### src/wtoi_pkg.sv
package wtoi_pkg;

    // Default number of phase bits that address the wave table.
    localparam int TABLE_BITS_DEFAULT = 9;

    // Field widths of the transfer payloads.
    localparam int FUNC_W        = 2;
    localparam int FREQ_W        = 24;
    localparam int PHASE_W       = 32;
    localparam int ENTRY_INDEX_W = 9;
    localparam int VALUE_W       = 16;
    localparam int SLOPE_W       = 17;
    localparam int FRAC_W        = 16;

    // Configuration register file.
    localparam int MODE_W       = 2;
    localparam int INCR_SCALE_W = 24;
    localparam int CFG_INDEX_W  = 1;
    localparam int CFG_DATA_W   = 24;

    localparam logic [CFG_INDEX_W-1:0] CFG_MODE       = 1'd0;
    localparam logic [CFG_INDEX_W-1:0] CFG_INCR_SCALE = 1'd1;

    localparam logic [MODE_W-1:0]       MODE_RESET       = 2'd0;
    localparam logic [INCR_SCALE_W-1:0] INCR_SCALE_RESET = 24'd97391;

    // Oscillator modes. The unused code behaves as frequency only.
    localparam logic [MODE_W-1:0] MODE_FREQ       = 2'd0;
    localparam logic [MODE_W-1:0] MODE_PHASE_ONLY = 2'd1;
    localparam logic [MODE_W-1:0] MODE_FREQ_PHASE = 2'd2;

    // Input item functions. The unused code is dropped without a result.
    localparam logic [FUNC_W-1:0] FUNC_PROCESS   = 2'd0;
    localparam logic [FUNC_W-1:0] FUNC_LOAD      = 2'd1;
    localparam logic [FUNC_W-1:0] FUNC_SET_PHASE = 2'd2;

    // Output saturation limits.
    localparam logic signed [VALUE_W+2:0] SAMPLE_MAX = 19'sd32767;
    localparam logic signed [VALUE_W+2:0] SAMPLE_MIN = -19'sd32768;

    // One wave table entry.
    typedef struct packed {
        logic signed [VALUE_W-1:0] value;
        logic signed [SLOPE_W-1:0] slope;
    } entry_t;

endpackage

### src/wtoi_interp.sv
module wtoi_interp (
    input  logic [wtoi_pkg::FRAC_W-1:0]         frac,
    input  wtoi_pkg::entry_t                    entry,
    output logic signed [wtoi_pkg::VALUE_W-1:0] sample
);

    logic signed [wtoi_pkg::FRAC_W:0]                    frac_s;
    logic signed [wtoi_pkg::FRAC_W+wtoi_pkg::SLOPE_W:0]  prod;
    logic signed [wtoi_pkg::SLOPE_W:0]                   scaled;
    logic signed [wtoi_pkg::VALUE_W+2:0]                 sum;

    // The product floored by 2^16 is an arithmetic shift of the signed product.
    always_comb begin
        frac_s = $signed({1'b0, frac});
        prod   = frac_s * entry.slope;
        scaled = $signed(prod[wtoi_pkg::FRAC_W+wtoi_pkg::SLOPE_W:wtoi_pkg::FRAC_W]);
        sum    = (wtoi_pkg::VALUE_W+3)'(entry.value) + (wtoi_pkg::VALUE_W+3)'(scaled);
        if (sum > wtoi_pkg::SAMPLE_MAX) begin
            sample = wtoi_pkg::SAMPLE_MAX[wtoi_pkg::VALUE_W-1:0];
        end else if (sum < wtoi_pkg::SAMPLE_MIN) begin
            sample = wtoi_pkg::SAMPLE_MIN[wtoi_pkg::VALUE_W-1:0];
        end else begin
            sample = sum[wtoi_pkg::VALUE_W-1:0];
        end
    end

endmodule

### config.mk
export PLATFORM = sky130hd
export DESIGN_NAME = wtoi_interp
export DESIGN_NICKNAME = d
export VERILOG_FILES = /design/src/wtoi_pkg.sv /design/src/wtoi_interp.sv
export SDC_FILE = /design/constraint.sdc
export NUM_CORES = 1
export LEC_CHECK = 0
export ABC_AREA = 1
export BUFFER_PORTS_ARGS = -buffer_cell sky130_fd_sc_hd__buf_2
export CAP_MARGIN = 0
export CORE_AREA = 2 2 194 139
export DETAILED_ROUTE_END_ITERATION = 10
export DIE_AREA = 0 0 196 141
export SYNTH_ARGS = -nofsm -noshare
export SYNTH_HDL_FRONTEND = slang
export SYNTH_SLANG_ARGS = --single-unit
### constraint.sdc
create_clock -name vclk -period 13.8
set_input_delay 2.76 -clock vclk [all_inputs]
set_output_delay 2.76 -clock vclk [all_outputs]
set_load 0.005 [all_outputs]
# After elaboration in Yosys (flattened, before gate mapping)
# Index checks and enable logic that the tools add are counted.
[word_totals] register_bits=0 output_inout_bits=16 word_cells=6
[op_classes] addsub=1 mul=1 n_lt_le_gt_ge=2 n_mux=2
[op_table] cell="17-bit by 17-bit multiplier with 34-bit output" n=1
[op_table] cell="16-bit 2-to-1 mux" n=2
[op_table] cell="16-bit by 18-bit adder with 19-bit output" n=1
[op_table] cell="19-bit by 16-bit > comparator with 1-bit output, second input constant" n=1
[op_table] cell="19-bit by 16-bit < comparator with 1-bit output, second input constant" n=1

# Logic depth before layout (Yosys ltp)
[depth] depth_word=5 mapped_depth=41 ltp_nobuf=38

# Worst setup path after synthesis
# No wires, ideal clock.
[synth_timing] path_kind="in2out" start="input port frac[7] in the netlist's numbering" end="output port sample[10] in the netlist's numbering" arrival_time_ns=9.147 t_required_ns=11.040 slack_ns=1.893 stages=34 path_buffers=3 path_cell_list="clkbuf_1 > clkbuf_1 > nand2_1 > fa_1 > inv_1 > fa_1 > inv_1 > fa_1 > inv_1 > fa_1 > fa_1 > fa_1 > ha_1 > a21o_1 > a31oi_1 > a21boi_0 > nand2_1 > xor2_1 > ha_1 > inv_1 > fa_1 > inv_1 > nand2_1 > nand2_1 > nand3_1 > nand2_2 > nand2_2 > nand2_1 > nand2_1 > nand2_2 > nand2_2 > o21ai_4 > buf_6 > nand2_1"
[synth_via] elab_chain_cells=5 word_cells_on_any_way=6 cone_classes="add/sub: 1; mul: 1; order compare: 2; mux: 2"
[synth_lines] element="start, declared" line="wtoi_interp.sv:2" rtl="input logic [wtoi_pkg::FRAC_W-1:0] frac,"
[synth_lines] element="17-bit by 17-bit multiplier with 34-bit output (*)" line="wtoi_interp.sv:15" rtl="prod = frac_s * entry.slope;"
[synth_lines] element="16-bit by 18-bit adder with 19-bit output (*)" line="wtoi_interp.sv:17" rtl="sum = (wtoi_pkg::VALUE_W+3)'(entry.value) + (wtoi_pkg::VALUE_W+3)'(scaled);"
[synth_lines] element="19-bit by 16-bit < comparator with 1-bit output" line="wtoi_interp.sv:20" rtl="end else if (sum < wtoi_pkg::SAMPLE_MIN) begin"
[synth_lines] element="16-bit 2-to-1 mux" line="wtoi_interp.sv:20"
[synth_lines] element="16-bit 2-to-1 mux (*)" line="wtoi_interp.sv:18" rtl="if (sum > wtoi_pkg::SAMPLE_MAX) begin"
[synth_lines] element="end, declared" line="wtoi_interp.sv:4" rtl="output logic signed [wtoi_pkg::VALUE_W-1:0] sample"
# Mark *: on every way between the ends. The rest lies on a longest branch, timed or not.

# Final worst setup path
[layout_timing] start="input port frac[7] in the netlist's numbering" end="output port sample[14] in the netlist's numbering"
# Same word-level chain as after synthesis.

==> impl_summary.txt <==
----------------------------------------------------
[Placed design]
  Placed cells ... 2003
  Quantity of I/O buffers inserted on ports ... 65
  Half-perimeter wire length after detailed placement ... 25000 µm
  Worst setup timing slack at the placement stage ... 1220 ps
  Instance area at placement ... 11900 µm²
  Final weighted congestion of routability-driven global placement ... roughly 0.9

[Critical path]
  Startpoint of the most critical setup path ... frac[7]
  CP Capture Point ... sample[14]
  Max FO, Critical Path ... 17
  Crit. End Element ... primary output
  Highest-delay cell along the critical path ... sky130_fd_sc_hd__fa_1
  Data arrival at the endpoint of the critical path ... 9900 ps
  Required arrival time at the worst endpoint ... 11040 ps
  Worst setup path category ... in2out
  Maximum single-stage delay on the critical path ... 550 ps
  Critical path startpoint category ... input port

[STA]
  RSZ-0062 raised after global routing ... false
  Tcrit/Tclk final ... approximately 92%
  Number of slew-limit violations in the final report ... 0
  Post-layout minimum cycle time ... 12660 ps
  Achievable Freq ... approximately 79 MHz
  Slew margin rel. ... 59.0%
  Setup ws final ... 1140 ps
  Endpoints failing setup ... 0
  Final-report hold violation count ... 0
  Tightest Pin Transition ... 614 ps
  Setup TNS ... 0 ps

[Drt]
  Met3 Wirelength ... roughly 2300 µm
  Met2 wire length ... 12000 µm
  Uppermost metal layer occupied by signal nets ... met4
  Via/cell ratio ... 4.73
  DR WL/cell ... 14.5 µm
  Number of nets with antenna violations after detailed routing ... 0
  First-pass DRT Iterations ... 5
  Met1 Routed Length ... about 15000 µm
  Number of remaining DRC errors ... 0
  Number of violations reported at the end of detailed-routing iteration 0 ... 440
  Total wire length ... 29100 µm
  Number of vias in the routed layout ... 9480

[Synthesis]
  Synth cell count leaders ... sky130_fd_sc_hd__inv_1 (527), sky130_fd_sc_hd__nand2_1 (470), sky130_fd_sc_hd__fa_1 (209), sky130_fd_sc_hd__ha_1 (144), sky130_fd_sc_hd__clkbuf_1 (61)
  Post-Synthesis Net Count ... 2066
  Distinct cells, synth ... 40
  Most frequently used cell type in the post-synthesis netlist ... sky130_fd_sc_hd__inv_1
  Mapped Cells ... 1664
  Warning count from the yosys run ... 0
  Dominant cell type by area after synthesis ... sky130_fd_sc_hd__fa_1
  Post-synthesis sequential area ratio ... 0%
  Top-area cell type share of the netlist area ... approximately 37%
  Synthesized area divided by synthesized cell count ... 6.85 µm²
  Top cells by area in the synthesized netlist ... sky130_fd_sc_hd__fa_1 (37%), sky130_fd_sc_hd__inv_1 (17%), sky130_fd_sc_hd__ha_1 (16%)
  Post-Syn Area ... 11400 µm²

[Final layout]
  Share of post-route cells with drive strength above 1 ... 5.83%
  Total area of sequential cells ... 0 µm²
  Number of diodes ... 0
  Synthesis-to-layout area growth ... 4.24%
  Final-layout fill cell count ... 2734
  Final net count ... 2069
  Count of clock-net buffers in the final layout ... 0
  Post-Layout Cell Count ... between 2000 and 2500
  Num sequential ... 0
  Final Instance Area ... 11900 µm²

[Die]
  Die span in x ... 196 µm
  Core Region ... roughly 26000 µm²
  Initial core utilization ... 43.8%
  I/O pin count ... 65
  Count of standard-cell rows ... 50
  Area enclosed by the die boundary ... 27600 µm²
  Vert. Die Dim ... 141 µm

[Worst hold path]
  Class of the worst hold path ... in2out
  Hold path cells ... 5
  Start point of the worst hold path ... entry[17]

[Global routing]
  Maximum number of pins on one net before global-route repair ... 18
  Global routing usage summed across all routing layers ... 22.5%
  Global-route wire length before repair ... about 50000 µm
  Total congestion overflow after global routing ... 0
  Initial antenna violation count ... 0
  Number of global-route vias before repair ... 9907

[Clock network]
  Number of hold buffers added after cts ... 0
  # Post-CTS Setup Buffers ... 0
  Post-cts repair resize count ... 0

[Status]
  Result of the run ... finished, final reports clean

[Flow run]
  Max cap viols ... 0

----------------------------------------------------
worst max-delay path, delay by kind of cell:
family / cells / cell delay (ps)
AND/OR/NAND/NOR: 12 / 1020
AO/OA/AOI/OAI: 4 / 1080
buffers and inverters: 7 / 820
XOR/XNOR: 1 / 200
adder cells (fa/ha/maj): 9 / 3970
layer usage:
layer	global-route usage, %	up-vias
met4	1.40	0
met5	0	-
met1	34.9	4454
met2	34.9	286
li1	-	4723
met3	2.82	17
cell type report:
type                       count  area, µm²  share of cell area (%)
inverter                     529       1990                    16.7
multi-input combinational   1071       9150                    77.0
tap                          338        423                    3.56
timing repair buffer          65        325                    2.74
cells in the final DEF (no fill, tap or decap), types with 5 or more instances in the layout:
cell	synthesis	final
sky130_fd_sc_hd__o21bai_1	6	6
sky130_fd_sc_hd__or2_2	8	8
sky130_fd_sc_hd__nand3_1	30	30
sky130_fd_sc_hd__ha_1	144	144
sky130_fd_sc_hd__nor2_1	59	59
sky130_fd_sc_hd__xnor2_1	9	9
sky130_fd_sc_hd__a31oi_1	5	5
sky130_fd_sc_hd__a21o_1	8	8
sky130_fd_sc_hd__xor2_1	13	13
sky130_fd_sc_hd__nand2_1	470	470
sky130_fd_sc_hd__nor3_1	10	10
sky130_fd_sc_hd__inv_1	527	527
sky130_fd_sc_hd__nand4_1	5	5
sky130_fd_sc_hd__nand2_2	13	13
sky130_fd_sc_hd__a21oi_1	40	40
sky130_fd_sc_hd__fa_1	209	209
sky130_fd_sc_hd__buf_2	0	65
sky130_fd_sc_hd__o21ai_0	15	15
cells by family after synthesis:
kind of cell | synth area share, %
and+or+nand+nor | 22.0
buffers and inverters | 19.7
adders and majority gates | 52.5
AOI/OAI and AO/OA | 4.13
xor gates and xnor gates | 1.69
how the worst min path moves through the flow:
| stage | endpoint |
|---|---|
| after floorplan | sample[0] |
| after global placement | sample[0] |
| after detailed placement | sample[0] |
| after CTS | sample[0] |
| after global routing | sample[0] |
| final | sample[0] |
stage by stage:
stage               hold WS [ps]  utilization [%]
floorplan                   5720                -
global placement            5930             45.7
detailed placement          5930             45.7
CTS                         5930             45.7
global route                5980             45.7
finish                      5930             45.7
Power is left out: the tool's default activity adds up to more than one toggle a clock period on the data nets, which glitch-free logic cannot reach.
